## src/hw/rtl/assert_macros.svh

```systemverilog
// Assertion macros shared by the allocator RTL.
// No dependencies; included by files that carry concurrent checks.
`ifndef ASSERT_MACROS_SVH
`define ASSERT_MACROS_SVH

// same-cycle implication
`define CPA_ASSERT_IMP(label, clk, rst_n, ante, cons) \
    label: assert property (@(posedge clk) disable iff (!rst_n) (ante) |-> (cons)) \
        else $error("allocator check failed");

// next-cycle implication
`define CPA_ASSERT_NXT(label, clk, rst_n, ante, cons) \
    label: assert property (@(posedge clk) disable iff (!rst_n) (ante) |=> (cons)) \
        else $error("allocator check failed");

`endif

```

## src/hw/rtl/cpa_pkg.sv

```systemverilog
// Shared types, codes and defaults for the contiguous page allocator.
// No dependencies.
package cpa_pkg;

    localparam int NUM_PAGES_DEF  = 4096;
    localparam int PAGE_SHIFT_DEF = 12;

    localparam int ADDR_W   = 32;
    localparam int COUNT_W  = 13;
    localparam int ACTION_W = 2;
    localparam int STATUS_W = 2;
    localparam int FLAG_W   = 2;
    localparam int REG_IDX_W = 1;

    localparam logic [ACTION_W-1:0] ACT_ALLOC = 2'd0;
    localparam logic [ACTION_W-1:0] ACT_FREE  = 2'd1;
    localparam logic [ACTION_W-1:0] ACT_CLEAR = 2'd2;

    localparam logic [STATUS_W-1:0] ST_DONE  = 2'd0;
    localparam logic [STATUS_W-1:0] ST_NOFIT = 2'd1;
    localparam logic [STATUS_W-1:0] ST_BAD   = 2'd2;

    localparam logic [REG_IDX_W-1:0] REG_BASE_ADDRESS = 1'd0;
    localparam logic [REG_IDX_W-1:0] REG_PAGES_IN_USE = 1'd1;

    localparam logic [FLAG_W-1:0] FLAG_NONE  = 2'b00;
    localparam logic [FLAG_W-1:0] FLAG_TAKEN = 2'b01;
    localparam logic [FLAG_W-1:0] FLAG_LAST  = 2'b10;

    localparam logic [ADDR_W-1:0]  BASE_ADDRESS_RST = '0;
    localparam logic [COUNT_W-1:0] PAGES_IN_USE_RST = 13'd4096;

    typedef struct packed {
        logic [ACTION_W-1:0] action;
        logic [COUNT_W-1:0]  page_count;
        logic [ADDR_W-1:0]   address;
    } cmd_t;

    typedef struct packed {
        logic [STATUS_W-1:0] status;
        logic [ADDR_W-1:0]   address_res;
    } rsp_t;

    typedef struct packed {
        logic [ADDR_W-1:0]  base_address;
        logic [COUNT_W-1:0] pages_in_use;
    } cfg_t;

    typedef enum logic [2:0] {
        S_IDLE,
        S_WIPE,
        S_SCAN,
        S_MARK,
        S_FREE
    } state_t;

endpackage

```

## src/hw/rtl/cpa_cfg_regs.sv

```systemverilog
// Configuration registers: base address and managed page count.
// Depends on cpa_pkg.
module cpa_cfg_regs
    import cpa_pkg::*;
(
    input  logic                 clk,
    input  logic                 rst_n,
    input  logic                 cfg_we,
    input  logic [REG_IDX_W-1:0] cfg_index,
    input  logic [ADDR_W-1:0]    cfg_data,
    output cfg_t                 cfg
);

    cfg_t cfg_reg;
    cfg_t cfg_next;

    always_comb
    begin
        cfg_next = cfg_reg;
        if (cfg_we)
        begin
            unique case (cfg_index)
                REG_BASE_ADDRESS: cfg_next.base_address = cfg_data;
                REG_PAGES_IN_USE: cfg_next.pages_in_use = cfg_data[COUNT_W-1:0];
                default:          cfg_next = cfg_reg;
            endcase
        end
    end

    always_ff @(posedge clk or negedge rst_n)
    begin
        if (!rst_n)
        begin
            cfg_reg.base_address <= BASE_ADDRESS_RST;
            cfg_reg.pages_in_use <= PAGES_IN_USE_RST;
        end
        else
        begin
            cfg_reg <= cfg_next;
        end
    end

    assign cfg = cfg_reg;

endmodule

```

## config.mk

```make
export PLATFORM = sky130hd
export DESIGN_NAME = cpa_cfg_regs
export DESIGN_NICKNAME = d
export VERILOG_FILES = /design/src/hw/rtl/assert_macros.svh /design/src/hw/rtl/cpa_pkg.sv /design/src/hw/rtl/cpa_cfg_regs.sv
export SDC_FILE = /design/constraint.sdc
export NUM_CORES = 1
export LEC_CHECK = 0
export BUFFER_PORTS_ARGS = -buffer_cell sky130_fd_sc_hd__buf_2
export CAP_MARGIN = 20
export CORE_AREA = 2 2 70 72
export DETAILED_ROUTE_END_ITERATION = 7
export DIE_AREA = 0 0 72 74
export PLACE_DENSITY = 0.73
export SLEW_MARGIN = 20
export SYNTH_ARGS = -nofsm -noshare
export SYNTH_HDL_FRONTEND = slang
export SYNTH_SLANG_ARGS = --single-unit
```

## constraint.sdc

```tcl
create_clock -name clk -period 0.9 [get_ports clk]
set_clock_uncertainty 0.2 [all_clocks]
set_input_delay 0.135 -clock clk [delete_from_list [all_inputs] [get_ports clk]]
set_output_delay 0.135 -clock clk [all_outputs]
set_load 0.05 [all_outputs]
```

==> results.yml <==
layout:
  layout.nets: 241
  final_common_cell: "buf_6"
  antenna_cells: 0
  final_cell_mix: "buf_6 (58), mux2_4 (45), dfrtp_2 (44), buf_2 (33), buf_12 (6)"
  largest_register_ffs: 45
  drive_gt1_share_pct: 99.5
  stdcell_area_um2: 3120
  area_growth_pct: 68.9
timing:
  worst_slack_ns: -0.443
  slew_viol_final: 0
  fmax_mhz: 745
  post-route-period-util_pct: 149
  hold_slack_ns: -0.137
  grt_setup_unrepaired: "yes"
  timing.slew.headroom_pct: 86.3
  timing_hold_violations_final: 45
  min_period_ns: 1.34
  setup_viol: 90
  worst_pin_slew_ns: 0.205
  fin_tns_setup_ns: -19.57
setup_path:
  cp_slowest_cell: "dfstp_2"
  end_kind: "output port"
  reg2reg_to: "cfg[18]"
  path_class: "register to output port"
  crit_path_start_kind: "register"
  cp.required_ns: 0.56
  crit_buf_inv: 1
  rr_worst_depth: 2
  critPathTopFamily: "flip-flops"
  cpPeakStageDelay_ns: 0.56
  reg2reg_slack_ns: -0.22
  r2r-start: "cfg[18]"
  cp_max_fo: 2
  cp.arrival_ns: 1.01
  path_cells: "buf_8"
pwr:
  p_per_area_nw_per_um2: 2140
  ir_drop_uv: 1460
  p_leak_uw: 0.00150
clock_tree:
  clkLatencyLatePin_ns: 0.28
  path_clk_slew_ns: 0.09
  clock_sinks: 45
  cts_buffers: 5
  cts_buffer_depth: 2
  cts_hold_buf: 1
  cts-root-buf: "clkbuf_8"
  cts_max_level: 2
  cts_tree: "built"
outcome:
  status: "complete, but fails checks"
  violations: "hold timing, setup timing"
yosys:
  syn-cell-area_um2: 1850
  syn-num-nets: 133
  ys_seq_area_share_pct: 61.0
  synth_area_per_cell_um2: 19.1
  synthTopCellsByArea: "dfrtp_1 (60%), mux2_4 (24%), mux2_2 (9.1%)"
  yosys_warnings: 0
  ys_ff_latch: 45
  postSynthCellCount: 97
  synth_top_area_share_pct: 59.5
  synth.largest_area_cell: "dfrtp_1"
  synth.distinct_cells: 8
detailed_routing:
  wl_um: 4320
  drt-met1-wl_um: 1720
  top_layer_used: "met4"
  via_count: 1211
  drt-pass1-iter-count: 3
  wl_per_cell_um: 16.6
  met3_length_um: 229
  dr_wl_met2_um: 2340
  antenna_left: 0
  viasPerCell: 4.66
  drt_iter0_markers: 31
  drcViolationCount: 0
worst_hold_path:
  hp-class: "input pin to register"
  min_path_cells: 2
  worstHoldStart: "cfg_data[26]"
  hold_end: "cfg[39]"
global_route:
  antenna_found_initial: 0
  track_usage_pct: 17.2
  grt_pass1_vias: 1327
  grt_max_degree: 24
  grt_pass1_wl_um: 6890
  overflow: 0
job:
  cap_viol_max_count: 0
placement:
  gp_congestion: 0.752
  place_hpwl_um: 2780
  numPortBuffers: 80
  place_area_um2: 2440
floorplan:
  die_h_um: 74
  die_x_um: 72
  core_um2: 4600
  start_util_pct: 40.2
  dieArea_um2: 5330
  num_rows: 25
  pin_count: 81
==> cells in the mapped netlist <==
cell      n
buf_12    3
dfstp_2   1
dfrtp_1  44
mux2_2   15
nor2b_4   1
nand2_2   1
buf_6     2
mux2_4   30
==> final cells by class <==
cell class                 count  area (um^2)
clock buffer                   5         68.8
fill                         301         1470
sequential                    45         1180
clock inverter                 3         21.3
multi-input combinational     47          696
timing repair buffer         106         1090
tap                           54         67.6
==> routing by layer <==
layer	vias up	track usage, %
li1	554	-
met2	42	30.2
met4	0	5.03
met3	4	4.34
met5	-	0
met1	611	21.2
==> power by group <==
part / switching, uW / leakage, uW / internal (uW)
sequential: 258 / 0.000482 / 2380
clock: 696 / 0.0000445 / 551
combinational: 1480 / 0.000975 / 1310
==> worst max path at each step <==
stage | from | endpoint | cells past startpoint
detailed placement | cfg_index | cfg[41] | 4
global route | cfg[12] | cfg[12] | 1
global placement | cfg_index | cfg[42] | 4
CTS | cfg[12] | cfg[12] | 1
finish | cfg[12] | cfg[12] | 1
floorplan | cfg_we | cfg[13] | 4
==> cell families (layout without fill, tap and decap cells) <==
kind of cell           Yosys count  count (layout)  synth area share (%)
buffers and inverters            5             114                  4.47
flip-flops                      45              45                  61.0
multiplexers                    45              45                  33.5
AND/OR/NAND/NOR                  2               2                  1.08
==> per-stage QoR <==
stage	power (uW)	worst slack (ns)	instances	hold slack (ns)	utilization, %
finish	6680	-0.443	260	-0.137	67.9
global route	6950	-0.475	260	-0.155	67.9
CTS	6680	-0.455	258	-0.147	67.4
detailed placement	4730	-0.430	233	-0.0905	53.1
global placement	4680	-0.397	233	-0.101	53.1
floorplan	4200	-0.234	97	-0.361	-
==> timing repair <==
action | 4_1_cts | 5_1_grt
buffers inserted | 13 | 2
setup endpoints to repair | 90 | 96
resized for setup | 109 | 3
cloned | 3 | 0
endpoints found under the hold margin | 90 | 45
(Power assumes the default switching activity.)
