===== src/hw/rtl/assert_macros.svh =====
// Assertion macros shared by the allocator RTL.
// No dependencies; included by files that carry concurrent checks.
`ifndef ASSERT_MACROS_SVH
`define ASSERT_MACROS_SVH

// same-cycle implication
`define CPA_ASSERT_IMP(label, clk, rst_n, ante, cons) \
    label: assert property (@(posedge clk) disable iff (!rst_n) (ante) |-> (cons)) \
        else $error("allocator check failed");

// next-cycle implication
`define CPA_ASSERT_NXT(label, clk, rst_n, ante, cons) \
    label: assert property (@(posedge clk) disable iff (!rst_n) (ante) |=> (cons)) \
        else $error("allocator check failed");

`endif


===== src/hw/rtl/cpa_pkg.sv =====
// Shared types, codes and defaults for the contiguous page allocator.
// No dependencies.
package cpa_pkg;

    localparam int NUM_PAGES_DEF  = 4096;
    localparam int PAGE_SHIFT_DEF = 12;

    localparam int ADDR_W   = 32;
    localparam int COUNT_W  = 13;
    localparam int ACTION_W = 2;
    localparam int STATUS_W = 2;
    localparam int FLAG_W   = 2;
    localparam int REG_IDX_W = 1;

    localparam logic [ACTION_W-1:0] ACT_ALLOC = 2'd0;
    localparam logic [ACTION_W-1:0] ACT_FREE  = 2'd1;
    localparam logic [ACTION_W-1:0] ACT_CLEAR = 2'd2;

    localparam logic [STATUS_W-1:0] ST_DONE  = 2'd0;
    localparam logic [STATUS_W-1:0] ST_NOFIT = 2'd1;
    localparam logic [STATUS_W-1:0] ST_BAD   = 2'd2;

    localparam logic [REG_IDX_W-1:0] REG_BASE_ADDRESS = 1'd0;
    localparam logic [REG_IDX_W-1:0] REG_PAGES_IN_USE = 1'd1;

    localparam logic [FLAG_W-1:0] FLAG_NONE  = 2'b00;
    localparam logic [FLAG_W-1:0] FLAG_TAKEN = 2'b01;
    localparam logic [FLAG_W-1:0] FLAG_LAST  = 2'b10;

    localparam logic [ADDR_W-1:0]  BASE_ADDRESS_RST = '0;
    localparam logic [COUNT_W-1:0] PAGES_IN_USE_RST = 13'd4096;

    typedef struct packed {
        logic [ACTION_W-1:0] action;
        logic [COUNT_W-1:0]  page_count;
        logic [ADDR_W-1:0]   address;
    } cmd_t;

    typedef struct packed {
        logic [STATUS_W-1:0] status;
        logic [ADDR_W-1:0]   address_res;
    } rsp_t;

    typedef struct packed {
        logic [ADDR_W-1:0]  base_address;
        logic [COUNT_W-1:0] pages_in_use;
    } cfg_t;

    typedef enum logic [2:0] {
        S_IDLE,
        S_WIPE,
        S_SCAN,
        S_MARK,
        S_FREE
    } state_t;

endpackage


===== src/hw/rtl/cpa_engine.sv =====
// Request sequencer: first-fit scan, run marking, free walk and flag wipe
// over the flag RAM. Depends on cpa_pkg.
module cpa_engine
    import cpa_pkg::*;
#(
    parameter int NUM_PAGES  = NUM_PAGES_DEF,
    parameter int PAGE_SHIFT = PAGE_SHIFT_DEF
) (
    input  logic                         clk,
    input  logic                         rst_n,
    input  logic                         start,
    input  cmd_t                         cmd,
    input  cfg_t                         cfg,
    output logic                         busy,
    output logic                         done,
    output rsp_t                         rsp,
    output logic                         ram_we,
    output logic [$clog2(NUM_PAGES)-1:0] ram_waddr,
    output logic [FLAG_W-1:0]            ram_wdata,
    output logic [$clog2(NUM_PAGES)-1:0] ram_raddr,
    input  logic [FLAG_W-1:0]            ram_rdata
);

    localparam int IDX_W = $clog2(NUM_PAGES);
    localparam int CNT_W = $clog2(NUM_PAGES + 1);
    localparam int CMP_W = (CNT_W > COUNT_W) ? CNT_W : COUNT_W;
    localparam logic [CNT_W-1:0] LAST_PAGE = CNT_W'(NUM_PAGES - 1);

    state_t           state_reg, state_next;
    logic [CNT_W-1:0] ptr_reg, ptr_next;
    logic             pvld_reg, pvld_next;
    logic [CNT_W-1:0] pidx_reg, pidx_next;
    logic [CNT_W-1:0] run_len_reg, run_len_next;
    logic [CNT_W-1:0] run_start_reg, run_start_next;
    logic [CNT_W-1:0] count_reg, count_next;
    logic [CNT_W-1:0] end_reg, end_next;
    logic             wipe_reply_reg, wipe_reply_next;
    logic             done_reg, done_next;
    rsp_t             rsp_reg, rsp_next;

    logic [CMP_W-1:0]  avail_w;
    logic [CMP_W-1:0]  req_cnt;
    logic [CNT_W-1:0]  avail;
    logic              cnt_bad;
    logic [ADDR_W-1:0] free_off;
    logic [ADDR_W-1:0] free_idx;
    logic              free_ok;
    logic              taken;
    logic              last_flag;
    logic [CNT_W-1:0]  len_inc;
    logic [CNT_W-1:0]  pidx_inc;
    logic              hit;
    logic              at_end;
    logic              issue;
    logic [ADDR_W-1:0] alloc_addr;

    assign avail_w   = (CMP_W'(cfg.pages_in_use) < CMP_W'(NUM_PAGES)) ?
                       CMP_W'(cfg.pages_in_use) : CMP_W'(NUM_PAGES);
    assign avail     = avail_w[CNT_W-1:0];
    assign req_cnt   = CMP_W'(cmd.page_count);
    assign cnt_bad   = (req_cnt == '0) || (req_cnt > avail_w);
    assign free_off  = cmd.address - cfg.base_address;
    assign free_idx  = free_off >> PAGE_SHIFT;
    assign free_ok   = free_idx < ADDR_W'(avail);

    assign taken     = (ram_rdata & FLAG_TAKEN) != FLAG_NONE;
    assign last_flag = (ram_rdata & FLAG_LAST) != FLAG_NONE;
    assign len_inc   = run_len_reg + 1'b1;
    assign pidx_inc  = pidx_reg + 1'b1;
    assign hit       = pvld_reg && !taken && (len_inc == count_reg);
    assign at_end    = pidx_inc == avail;
    assign issue     = ptr_reg < avail;
    assign alloc_addr = cfg.base_address + (ADDR_W'(run_start_reg) << PAGE_SHIFT);

    // next state
    always_comb
    begin
        state_next = state_reg;
        unique case (state_reg)
            S_IDLE:
            begin
                if (start)
                begin
                    unique case (cmd.action)
                        ACT_ALLOC: state_next = cnt_bad ? S_IDLE : S_SCAN;
                        ACT_FREE:  state_next = free_ok ? S_FREE : S_IDLE;
                        ACT_CLEAR: state_next = S_WIPE;
                        default:   state_next = S_IDLE;
                    endcase
                end
            end
            S_WIPE:
            begin
                if (ptr_reg == LAST_PAGE)
                begin
                    state_next = S_IDLE;
                end
            end
            S_SCAN:
            begin
                if (hit)
                begin
                    state_next = S_MARK;
                end
                else if (pvld_reg && at_end)
                begin
                    state_next = S_IDLE;
                end
            end
            S_MARK:
            begin
                if (ptr_reg == end_reg)
                begin
                    state_next = S_IDLE;
                end
            end
            S_FREE:
            begin
                if (pvld_reg && (!taken || last_flag || at_end))
                begin
                    state_next = S_IDLE;
                end
            end
            default: state_next = S_IDLE;
        endcase
    end

    // datapath and RAM controls
    always_comb
    begin
        ptr_next        = ptr_reg;
        pvld_next       = pvld_reg;
        pidx_next       = pidx_reg;
        run_len_next    = run_len_reg;
        run_start_next  = run_start_reg;
        count_next      = count_reg;
        end_next        = end_reg;
        wipe_reply_next = wipe_reply_reg;
        done_next       = 1'b0;
        rsp_next        = rsp_reg;
        ram_we          = 1'b0;
        ram_waddr       = ptr_reg[IDX_W-1:0];
        ram_wdata       = FLAG_NONE;
        ram_raddr       = ptr_reg[IDX_W-1:0];

        unique case (state_reg)
            S_IDLE:
            begin
                if (start)
                begin
                    rsp_next.address_res = '0;
                    rsp_next.status      = ST_BAD;
                    unique case (cmd.action)
                        ACT_ALLOC:
                        begin
                            if (cnt_bad)
                            begin
                                done_next = 1'b1;
                            end
                            else
                            begin
                                ptr_next       = '0;
                                pvld_next      = 1'b0;
                                run_len_next   = '0;
                                run_start_next = '0;
                                count_next     = req_cnt[CNT_W-1:0];
                            end
                        end
                        ACT_FREE:
                        begin
                            if (free_ok)
                            begin
                                ptr_next  = free_idx[CNT_W-1:0];
                                pvld_next = 1'b0;
                            end
                            else
                            begin
                                done_next = 1'b1;
                            end
                        end
                        ACT_CLEAR:
                        begin
                            ptr_next        = '0;
                            wipe_reply_next = 1'b1;
                        end
                        default: done_next = 1'b1;
                    endcase
                end
            end
            S_WIPE:
            begin
                ram_we    = 1'b1;
                ram_wdata = FLAG_NONE;
                ptr_next  = ptr_reg + 1'b1;
                if (ptr_reg == LAST_PAGE)
                begin
                    done_next            = wipe_reply_reg;
                    rsp_next.status      = ST_DONE;
                    rsp_next.address_res = '0;
                    wipe_reply_next      = 1'b0;
                end
            end
            S_SCAN:
            begin
                pvld_next = issue;
                pidx_next = ptr_reg;
                if (issue)
                begin
                    ptr_next = ptr_reg + 1'b1;
                end
                if (pvld_reg)
                begin
                    if (taken)
                    begin
                        run_len_next   = '0;
                        run_start_next = pidx_inc;
                    end
                    else if (hit)
                    begin
                        ptr_next = run_start_reg;
                        end_next = pidx_reg;
                    end
                    else
                    begin
                        run_len_next = len_inc;
                    end
                    if (!hit && at_end)
                    begin
                        done_next            = 1'b1;
                        rsp_next.status      = ST_NOFIT;
                        rsp_next.address_res = '0;
                    end
                end
            end
            S_MARK:
            begin
                ram_we    = 1'b1;
                ram_wdata = (ptr_reg == end_reg) ? (FLAG_TAKEN | FLAG_LAST) : FLAG_TAKEN;
                ptr_next  = ptr_reg + 1'b1;
                if (ptr_reg == end_reg)
                begin
                    done_next            = 1'b1;
                    rsp_next.status      = ST_DONE;
                    rsp_next.address_res = alloc_addr;
                end
            end
            S_FREE:
            begin
                pvld_next = issue;
                pidx_next = ptr_reg;
                if (issue)
                begin
                    ptr_next = ptr_reg + 1'b1;
                end
                if (pvld_reg)
                begin
                    ram_waddr = pidx_reg[IDX_W-1:0];
                    ram_we    = taken;
                    if (!taken || last_flag || at_end)
                    begin
                        done_next            = 1'b1;
                        rsp_next.status      = ST_DONE;
                        rsp_next.address_res = '0;
                    end
                end
            end
            default: done_next = 1'b0;
        endcase
    end

    always_ff @(posedge clk or negedge rst_n)
    begin
        if (!rst_n)
        begin
            state_reg      <= S_WIPE;
            ptr_reg        <= '0;
            pvld_reg       <= 1'b0;
            wipe_reply_reg <= 1'b0;
            done_reg       <= 1'b0;
        end
        else
        begin
            state_reg      <= state_next;
            ptr_reg        <= ptr_next;
            pvld_reg       <= pvld_next;
            wipe_reply_reg <= wipe_reply_next;
            done_reg       <= done_next;
        end
    end

    always_ff @(posedge clk)
    begin
        pidx_reg      <= pidx_next;
        run_len_reg   <= run_len_next;
        run_start_reg <= run_start_next;
        count_reg     <= count_next;
        end_reg       <= end_next;
        rsp_reg       <= rsp_next;
    end

    assign busy = state_reg != S_IDLE;
    assign done = done_reg;
    assign rsp  = rsp_reg;

endmodule


===== config.mk =====
export PLATFORM = sky130hd
export DESIGN_NAME = cpa_engine
export DESIGN_NICKNAME = d
export VERILOG_FILES = /design/src/hw/rtl/assert_macros.svh /design/src/hw/rtl/cpa_pkg.sv /design/src/hw/rtl/cpa_engine.sv
export SDC_FILE = /design/constraint.sdc
export NUM_CORES = 1
export LEC_CHECK = 0
export ABC_AREA = 1
export BUFFER_PORTS_ARGS = -buffer_cell sky130_fd_sc_hd__buf_2
export CORE_MARGIN = 4
export CORE_UTILIZATION = 43
export DETAILED_ROUTE_END_ITERATION = 10
export GPL_TIMING_DRIVEN = 0
export PLACE_DENSITY_LB_ADDON = 0.12
export SLEW_MARGIN = 20
export SYNTH_ARGS = -nofsm -noshare
export SYNTH_HDL_FRONTEND = slang
export SYNTH_SLANG_ARGS = --single-unit

===== constraint.sdc =====
create_clock -name clk -period 4.7 [get_ports clk]
set_clock_uncertainty 0.1 [all_clocks]
set_input_delay 0.47 -clock clk [delete_from_list [all_inputs] [get_ports clk]]
set_output_delay 0.47 -clock clk [all_outputs]
set_load 0.05 [all_outputs]

==> metrics.cfg, run 1 <==
[outcome]
outcome = complete, no violations

[routing]
wl_um = 33900
drt_iter0_markers = 722
drc_errors = 0
wl_per_cell_um = 18.0
ant_nets = 0
vias_per_cell = 5.27
vias = 9941
firstDrtPassIters = 5

[logic_synthesis]
netlist_instances = 1380
synthTopCellsByArea = edfxtp_1 (29%), nand2_1 (13%), ha_1 (10%), inv_1 (6.2%), nor2_1 (5.6%)
ys_types = 51
yosysWarnings = 0
synth_area_mm2 = 0.0101
synth_edf_count = 99
synth_top_area_share_pct = 29.4
syn_area_per_cell_um2 = 7.32
synth-seq-cells = 118
synth_largest_area_cell = edfxtp_1
synthFlopType = edfxtp_1
ys_seq_area_share_pct = 34.1
syn_nets = 1561
async_flop_share_pct = 16.1

[sta]
maxSlewViolCount = 0
worst_slack_ns = 0.952
max-slew-margin-rel_pct = 33.7
timing_hold_violations_final = 0
clock.fmax_ghz = 0.267
tightest_slew_ns = 0.990
finalCritPeriodShare_pct = 79.8
rsz0062_at_grt = false
min_period_ns = 3.75
setup_viol = 0

[die]
die_h_um = 161
start_util_pct = 44.2
core_mm2 = 0.0228
die_area_mm2 = 0.0260
io_pins = 160
die-width_um = 161
row_count = 55

[final_layout]
fin_nets = 1742
syn2layout_area_growth_pct = 18.3
largest_reg_flops = 34
final_cell_mix = nand2_1 (350), buf_2 (169), inv_1 (166), nor2_1 (149), edfxtp_1 (99)
drive_gt1_share_pct = 16.4
fin_util_pct = 52.3
final_cells = 1887
antennaDiodeCount = 0
final_common_cell = nand2_1

[clocking]
clock_latency_ns = 0.43
cts_tree = built
cts_buffer_depth = 2
cts_setup_buffers = 0
h-tree-depth = 4
cts_inserted_buffers = 17
clock_sinks = 118
clkSlewWorstSetupHoldPaths_ns = 0.06
cts_root_buffer = clkbuf_16

[worst_setup_path]
critPathSlowestCell = inv_1
crit_fanout = 14
ff2ff_path_depth = 15
start_kind = flop
worst_path_largest_cell_delay_ns = 0.53
crit_arrival_ns = 3.75
required_ns = 4.70
path_common_cell = inv_1
r2r_slack_ns = 0.95
path_buf_inv = 4
cp-end-kind = flop
cp.depth = 15
crit_family = simple AND/OR/NAND/NOR gates
crit_path_cell_trace = ha_1, inv_1, nand2_1, nand3_1, nor3_1, nor3b_1, nand2_1, nor2_2, nand3_4, inv_1, nand2_1, inv_1, nor3_1, o21ai_0, inv_1
crit_type = reg2reg

[placed_design]
gp_congestion = 0.962
pre_cts_ws_ns = 0.637
portBuffers = 159
place_inst = 1854
dpl.hpwl_um = 27800

[worst_hold_path]
holdPathStages = 1
hp-class = in2reg

[global_routing]
grt_pass1_wl_um = 51300
grt_overflow = 0
antenna_found_initial = 0
grt_max_degree = 22
track_usage_pct = 25.5
grt_pass1_vias = 9283

[power]
leakagePower_nw = 5.74
p_per_area_mw_per_mm2 = 508
ir_worst_vdd_mv = 0.306

[flow_run]
maxCapViolCount = 0

==> final timing paths <==
| kind | end | from |
|---|---|---|
| max | run_len_reg[11] | run_len_reg[0] |
| min | count_reg[0] | cmd[32] |
| max reg2reg | run_len_reg[11] | run_len_reg[0] |
| min reg2reg | state_reg[0] | state_reg[0] |
| max in group asynchronous | state_reg[0] | rst_n |
| min in group asynchronous | ptr_reg[10] | rst_n |
==> cell families after synthesis <==
group | Yosys count | synth area share [%]
simple gates | 708 | 30.9
buf+inv | 218 | 8.87
compound gates | 195 | 10.5
flops | 118 | 34.1
fa+ha+maj | 84 | 10.5
xor+xnor | 57 | 5.08
==> worst reg2reg max path, cell delays in order (launching register included) <==
cell and delay, ns:
edfxtp_1 0.48, ha_1 0.32, inv_1 0.06, nand2_1 0.09, nand3_1 0.12, nor3_1 0.17
nor3b_1 0.23, nand2_1 0.11, nor2_2 0.28, nand3_4 0.20, inv_1 0.09, nand2_1 0.11
inv_1 0.53, nor3_1 0.13, o21ai_0 0.12, inv_1 0.28
==> metrics by stage <==
step	hold WS, ns	power, mW	instance area (µm²)	setup TNS, ns
global placement	0.366	4.62	11300	-14.65
detailed placement	0.364	4.69	11300	0
CTS	0.150	6.07	12000	0
floorplan	0.0744	3.87	10100	0
finish	0.159	6.07	12000	0
global route	0.152	6.43	12000	0
==> area by class of cell <==
class,count,area [µm²]
timing repair buffer,162,841
fill,2319,10900
inverter,180,676
clock buffer,17,425
clock inverter,15,179
tap,313,392
buffer,38,220
multi-input combinational,1044,5770
sequential,118,3450
==> routing by layer <==
metal / up-vias / wire, µm / track usage, %
met5: - / 0 / 0
met4: 0 / 738 / 7.41
met3: 46 / 2510 / 4.98
met2: 383 / 15000 / 39.9
met1: 4528 / 15700 / 36.0
li1: 4984 / - / -
==> cells in the mapped netlist, types with 2 or more instances <==
master	count
nor2_2	6
a21boi_0	2
a21oi_1	84
or2_2	2
a21o_1	2
o22ai_1	13
ha_1	83
clkinv_1	5
buf_4	13
o21a_1	4
o21ai_0	68
nor3_1	25
nor4_1	9
clkbuf_1	12
dfrtp_1	18
nand2_1	350
o21bai_1	7
xnor2_1	17
a211oi_1	3
nand3b_1	6
inv_2	9
buf_6	2
nand3_4	2
edfxtp_1	99
a31oi_1	3
buf_2	10
nor2_1	150
nand2_2	6
xor2_1	39
o21ai_1	4
nand3_1	86
nor2_4	6
nand4_1	52
inv_1	166
==> timing repair <==
item | in CTS | in global routing
resized for setup | 0 | 0
hold buffers | 1 | 0
endpoints found under the hold margin | 18 | 0
==> power breakdown <==
group / total (mW) / internal (mW) / switching [mW]
Clock: 1.37 / 0.835 / 0.533
Combinational: 2.97 / 0.815 / 2.15
Sequential: 1.74 / 1.53 / 0.210
No activity file was read; power rests on OpenSTA's default activity.
==> run 2, diff against run 1 <==
Settings changed: ABC_AREA 1 to 0.
Clock period 4.7 ns to 3.4 ns, I/O delays scaled along.
==> run 2 against run 1 <==
Net effect:
- the flow now finishes with violations (setup timing)
- highest routed layer unchanged
- critical path depth up 6
- via count is 9.3% lower
- count of clock-buffer cells in the layout is the same
- sequential power rose by 64%
- core utilization up 4.5 points
- critical endpoint is now ptr_reg[6]
- design area is 4.4% higher
==> metrics.cfg, run 2 <==
[clocking]
clock_sinks = 118  ; unchanged
clock_latency_ns = 0.43  ; about the same
clkSlewWorstSetupHoldPaths_ns = 0.06  ; about the same
h-tree-depth = 4  ; unchanged
cts_root_buffer = clkbuf_16
cts_tree = built
cts_buffer_depth = 2  ; unchanged
cts_inserted_buffers = 17  ; unchanged

[die]
row_count = 54  ; -1.8%
core_mm2 = 0.0220  ; -3.9%
die_h_um = 158  ; -2.0%
io_pins = 160  ; unchanged
die_area_mm2 = 0.0250  ; -4.0%
die-width_um = 158  ; -2.0%
start_util_pct = 44.1  ; -0.15 points

[sta]
tightest_slew_ns = 1.11  ; +0.121 ns
clock.fmax_ghz = 0.226
min_period_ns = 4.42
timing_hold_violations_final = 0  ; unchanged
worst_slack_ns = -1.02  ; -1.97 ns
setup_viol = 16  ; +16
rsz0062_at_grt = true
max-slew-margin-rel_pct = 25.3  ; -8.5 points
maxSlewViolCount = 0  ; unchanged
fin_setup_tns_ns = -14.66  ; -14.66 ns
finalCritPeriodShare_pct = 130

[global_routing]
grt_pass1_vias = 8654  ; -6.8%
antenna_found_initial = 0  ; unchanged
track_usage_pct = 25.5  ; -0.055 points
grt_overflow = 0  ; unchanged
grt_pass1_wl_um = 49000  ; -4.5%
grt_max_degree = 23  ; +4.5%

[worst_hold_path]
holdPathStages = 1  ; unchanged
hp-class = in2reg
holdCritStartpoint = cmd[32]

[worst_setup_path]
ff2ff_path_depth = 11  ; -4
crit_fanout = 4  ; -10
reg2reg_from = ptr_reg[6]
cp-startpoint = cfg[14]
start_kind = input pin
cp-end-kind = flop
crit_arrival_ns = 4.64  ; +0.89 ns
crit_type = in2reg
required_ns = 3.63  ; -1.07 ns

[placed_design]
dpl.hpwl_um = 24300  ; -12%
gp_congestion = 0.959  ; -0.29%
portBuffers = 159  ; unchanged

[power]
ir_worst_vdd_mv = 0.618  ; +100%
clockPowerShare_pct = 17.6  ; -4.9 points
p_comb_share_pct = 56.1  ; +7.2 points
internal_power_mw = 5.65  ; +78%
p_sw_mw = 5.24  ; +81%
p_per_area_mw_per_mm2 = 872  ; +72%
total_power_mw = 10.9  ; +79%
leakagePower_nw = 5.27  ; -8.2%
p_seq_share_pct = 26.3  ; -2.3 points
switching_share_pct = 48.1  ; +0.39 points

[logic_synthesis]
synth_edf_count = 99  ; unchanged
async_flop_share_pct = 16.1  ; unchanged
synth-seq-cells = 118  ; unchanged
synthFlopType = edfxtp_1
syn_nets = 1233  ; -21%
ys_seq_area_share_pct = 35.7  ; +1.5 points
syn_area_per_cell_um2 = 9.20  ; +26%
synth_area_mm2 = 0.00968  ; -4.2%
synth_top_area_share_pct = 30.7  ; +1.3 points
ys_types = 94  ; +84%
synthTopCellsByArea = edfxtp_1 (31%), ha_1 (11%), dfrtp_1 (4.7%), xnor2_1 (4.3%), nor2_1 (4.1%)
yosysMostFrequentCell = nor2_1
netlist_instances = 1052  ; -24%
yosysWarnings = 0  ; unchanged
synth.top_cells.by_count = nor2_1 (105), edfxtp_1 (99), ha_1 (83), nand2_1 (79)
synth_largest_area_cell = edfxtp_1

[final_layout]
final_cell_mix = buf_2 (160), edfxtp_1 (99), nor2_1 (97), ha_1 (78), nand2_1 (77)
drive_gt1_share_pct = 29.2  ; +13 points
final_common_cell = buf_2
syn2layout_area_growth_pct = 29.0
fin_nets = 1451  ; -17%
n_fill_cell = 1983  ; -14%
antennaDiodeCount = 0  ; unchanged
largest_reg_flops = 34  ; unchanged

[routing]
wl_um = 32400  ; -4.7%
drc_errors = 0  ; unchanged
vias = 9021  ; -9.3%
vias_per_cell = 5.77  ; +9.6%
ant_nets = 0  ; unchanged
wl_per_cell_um = 20.7  ; +15%
drt_iter0_markers = 664  ; -8.0%
firstDrtPassIters = 5  ; unchanged

[outcome]
outcome = complete, but fails checks
violations = setup timing

[flow_run]
maxCapViolCount = 0  ; unchanged

run 2: logic make-up after synthesis:
group	synth area share, %
compound gates	20.2
buf+inv	4.95
mux	1.47
simple gates	18.8
xor+xnor	7.94
flops	35.7
fa+ha+maj	10.9
run 2: per-stage QoR:
stage,hold slack (ns),setup WS (ns),instance area [µm²],instances,util (%)
6_report,0.0230,-1.02,12500,1563,56.8
5_1_grt,0.0142,-1.18,12500,1563,56.8
4_1_cts,0.00988,-1.06,12200,1554,55.4
3_5_place_dp,0.249,-1.93,11000,1493,50.1
3_3_place_gp,0.249,-1.90,11000,1491,49.9
2_1_floorplan,-0.0556,-1.00,9820,1052,-
run 2: area by class of cell:
type	instances	area, µm²	area share, %
plain buffers	45	254	2.03
clock buffers	17	425	3.41
clock inverters	15	180	1.44
inverters	60	230	1.84
multi-input cells	822	6250	50.0
flip-flops and latches	118	3450	27.7
well taps	280	350	2.81
repair buffers	206	1340	10.8
run 2: metal layers:
layer	track usage [%]	up-vias	share of wire, %
met4	9.34	0	3.1
met3	3.64	63	6.0
li1	-	4358	-
met5	0	-	0
met1	36.8	4264	46
met2	38.9	336	45
run 2: power by group through the flow:
stage / Clock (mW) / Combinational [mW] / Sequential (mW)
after global placement: 0 / 5.02 / 2.90
after detailed placement: 0 / 5.13 / 2.89
after CTS: 1.94 / 5.88 / 2.85
final: 1.92 / 6.11 / 2.86
after floorplan: 0 / 3.11 / 3.43
after global routing: 2.01 / 6.56 / 2.91
run 2: worst paths after layout:
path | endpoint | slack [ns]
min | count_reg[0] | 0.02
max | ptr_reg[6] | -1.02
max in group asynchronous | ptr_reg[1] | 2.51
max reg2reg | ptr_reg[5] | -0.31
min in group asynchronous | done | 0.32
min reg2reg | end_reg[9] | 0.36
run 2: worst max-delay path, stage by stage:
cell and delay, ns:
buf_8 0.07, clkinv_4 0.05, ha_4 0.22, a2111oi_4 0.33, o41ai_4 0.11, a2111o_1 0.46, a41oi_4 0.31, buf_6 0.14
o21ai_2 0.06, xor2_2 0.17, ha_1 0.28, and4_4 0.16, a211oi_2 0.18, a21oi_1 0.09, or3_1 0.34, a211oi_2 0.26
o2111ai_4 0.20, o31ai_4 0.33, buf_6 0.18, a21oi_2 0.05, a311oi_2 0.29
run 2: what timing repair did:
action,CTS,global route
pin swaps,27,22
resized for setup,56,53
setup endpoints to repair,122,118
hold endpoints to repair,18,0
hold buffers,1,0
cloned,3,0
buffers inserted,29,13
==> run 3, diff against run 2 <==
Settings changed: GPL_TIMING_DRIVEN 0 to default.
==> run 3 against run 2 <==
Net effect:
- the run still ends with setup timing left
- sequential share of layout area shrank 1.6 points
- core utilization grew 3.4 points
- global-route usage shrank 0.27 points
- via count grew 4.3%
- count of clock-buffer cells in the layout grew 2
- total power shrank 1.5%
- wire length shrank 0.16%
- clock power shrank 9%
- cell count grew 7.5%
- critical path type unchanged
- largest power group unchanged
==> metrics.cfg, run 3 (same netlist as run 2, synthesis figures left out) <==
[outcome]
outcome = complete, but fails checks
violations = setup timing

[global_routing]
grt_pass1_wl_um = 48500  ; -0.99%
track_usage_pct = 25.2  ; -0.27 points
grt_overflow = 0  ; unchanged
grt_pass1_vias = 8914  ; +3.0%
grt_max_degree = 33  ; +43%
antenna_found_initial = 0  ; unchanged

[clocking]
cts_root_buffer = clkbuf_16
clkSlewWorstSetupHoldPaths_ns = 0.06  ; about the same
cts_inserted_buffers = 17  ; unchanged
h-tree-depth = 4  ; unchanged
cts_tree = built
clock_latency_ns = 0.43  ; about the same
cts_buffer_depth = 2  ; unchanged
clock_sinks = 118  ; unchanged

[routing]
vias = 9408  ; +4.3%
ant_nets = 0  ; unchanged
vias_per_cell = 5.60  ; -3.0%
drt_iter0_markers = 744  ; +12%
firstDrtPassIters = 7  ; +2
drc_errors = 0  ; unchanged
wl_um = 32300  ; -0.16%
wl_per_cell_um = 19.2  ; -7.2%

[final_layout]
final_cell_mix = buf_4 (196), buf_2 (156), nor2_1 (99), edfxtp_1 (99), nand2_1 (79)
antennaDiodeCount = 0  ; unchanged
register_area_mm2 = 0.00345  ; about the same
fin_nets = 1569  ; +8.1%
largest_reg_flops = 34  ; unchanged
syn2layout_area_growth_pct = 36.8
final_cells = 1681  ; +7.5%
final_common_cell = buf_4
drive_gt1_share_pct = 35.3  ; +6.0 points
n_fill_cell = 1936  ; -2.4%
multi_input_area_mm2 = 0.00614  ; -1.8%
final_cell_area_mm2 = 0.0132  ; +6.1%

[worst_setup_path]
crit_path_cell_trace = buf_8, clkinv_4, ha_4, a2111oi_4, o41ai_4, a2111o_1, a41oi_4, o21ai_2, xor2_1, ha_1, and4_4, a211oi_2, a21oi_1, or3_1, a211oi_2, o2111ai_2, buf_4, o31a_4, nor2_4, a311oi_2
path_common_cell = a211oi_2
crit_fanout = 7  ; +3
crit_type = in2reg
path_buf_inv = 3  ; -1
cp-end-kind = flop
crit_arrival_ns = 4.44  ; -0.20 ns
worst_path_largest_cell_delay_ns = 0.44  ; -0.02 ns
start_kind = input pin
critPathSlowestCell = a2111o_1
crit_family = compound AO/OA/AOI/OAI gates
required_ns = 3.58  ; -0.05 ns

[placed_design]
post_dp_cell_area_mm2 = 0.0122  ; +11%
place_inst = 1631  ; +9.2%
dpl.hpwl_um = 25200  ; +3.9%
portBuffers = 159  ; unchanged
gp_congestion = 0.943  ; -1.7%

[sta]
worst_slack_ns = -0.856  ; +0.161 ns
setup_viol = 16  ; unchanged
finalCritPeriodShare_pct = 125  ; -4.7 points
tightest_slew_ns = 0.838  ; -0.273 ns
clock.fmax_ghz = 0.235  ; +3.8%
min_period_ns = 4.26  ; -0.161 ns
max-slew-margin-rel_pct = 43.7  ; +18 points
rsz0062_at_grt = true
timing_hold_violations_final = 0  ; unchanged
maxSlewViolCount = 0  ; unchanged
worst_hold_slack_ns = 0.0296  ; +0.00656 ns

[worst_hold_path]
hp-class = in2reg

[die]
die_h_um = 158  ; unchanged
die_area_mm2 = 0.0250  ; unchanged
io_pins = 160  ; unchanged
row_count = 54  ; unchanged
core_mm2 = 0.0220  ; unchanged
die-width_um = 158  ; unchanged
start_util_pct = 44.1  ; unchanged

[power]
total_power_mw = 10.7  ; -1.5%
leakagePower_nw = 5.86  ; +11%
ir_worst_vdd_mv = 0.735  ; +19%
p_per_area_mw_per_mm2 = 810  ; -7.2%

[flow_run]
maxCapViolCount = 0  ; unchanged

-- run 3: worst reg2reg max path: cells and delay by family (launching register included) --
kind	cells	cell delay [ns]
AND/OR/NAND/NOR	5	0.95
AO/OA/AOI/OAI	5	1.69
flip-flops	1	0.48
-- run 3: layout make-up --
| type | count | area share, % |
|---|---|---|
| repair buffers | 369 | 19.0 |
| flip-flops and latches | 118 | 26.1 |
| clock inverters | 13 | 0.954 |
| inverters | 60 | 1.74 |
| clock buffers | 19 | 3.27 |
| well taps | 280 | 2.65 |
| multi-input cells | 822 | 46.4 |
-- run 3: per-layer routing --
layer  share of wire (%)  global-route usage, %  vias to the layer above
met3                 6.7                   4.48                       48
li1                    -                      -                     4596
met1                  46                   36.0                     4446
met5                   0                      0                        -
met4                 2.1                   6.90                        0
met2                  46                   39.4                      318
-- run 3: where the power goes --
group / internal (mW) / leakage [nW] / switching (mW)
Combinational: 2.31 / 4.40 / 3.89
Clock: 1.01 / 0.261 / 0.736
Sequential: 2.33 / 1.20 / 0.450
-- run 3: repair_timing --
item	CTS	global route
hold buffers	1	0
setup buffers	8	6
endpoints found under the hold margin	18	0
gates cloned	0	3
setup endpoints to repair	17	56
pin swaps	19	23
resized for setup	20	44
-- run 3: through the flow --
| step | worst slack, ns | utilization [%] | TNS (ns) |
|---|---|---|---|
| after CTS | -0.845 | 58.9 | -12.46 |
| after floorplan | -1.00 | - | -19.24 |
| final | -0.856 | 60.3 | -12.22 |
| after global routing | -0.994 | 60.3 | -15.16 |
| after detailed placement | -1.43 | 55.6 | -25.12 |
| after global placement | -1.33 | 55.6 | -23.72 |
-- run 3: path summary, 6_finish.rpt --
kind,start,slack [ns],depth (start not counted),end
worst max-delay path,cfg[14],-0.86,20,ptr_reg[6]
worst min-delay path,cmd[35],0.03,1,count_reg[3]
worst max register to register,run_len_reg[3],0.09,10,ptr_reg[5]
worst min register to register,pidx_reg[12],0.45,0,end_reg[12]
max in group asynchronous,rst_n,2.52,2,state_reg[0]
min in group asynchronous,rst_n,0.32,2,done
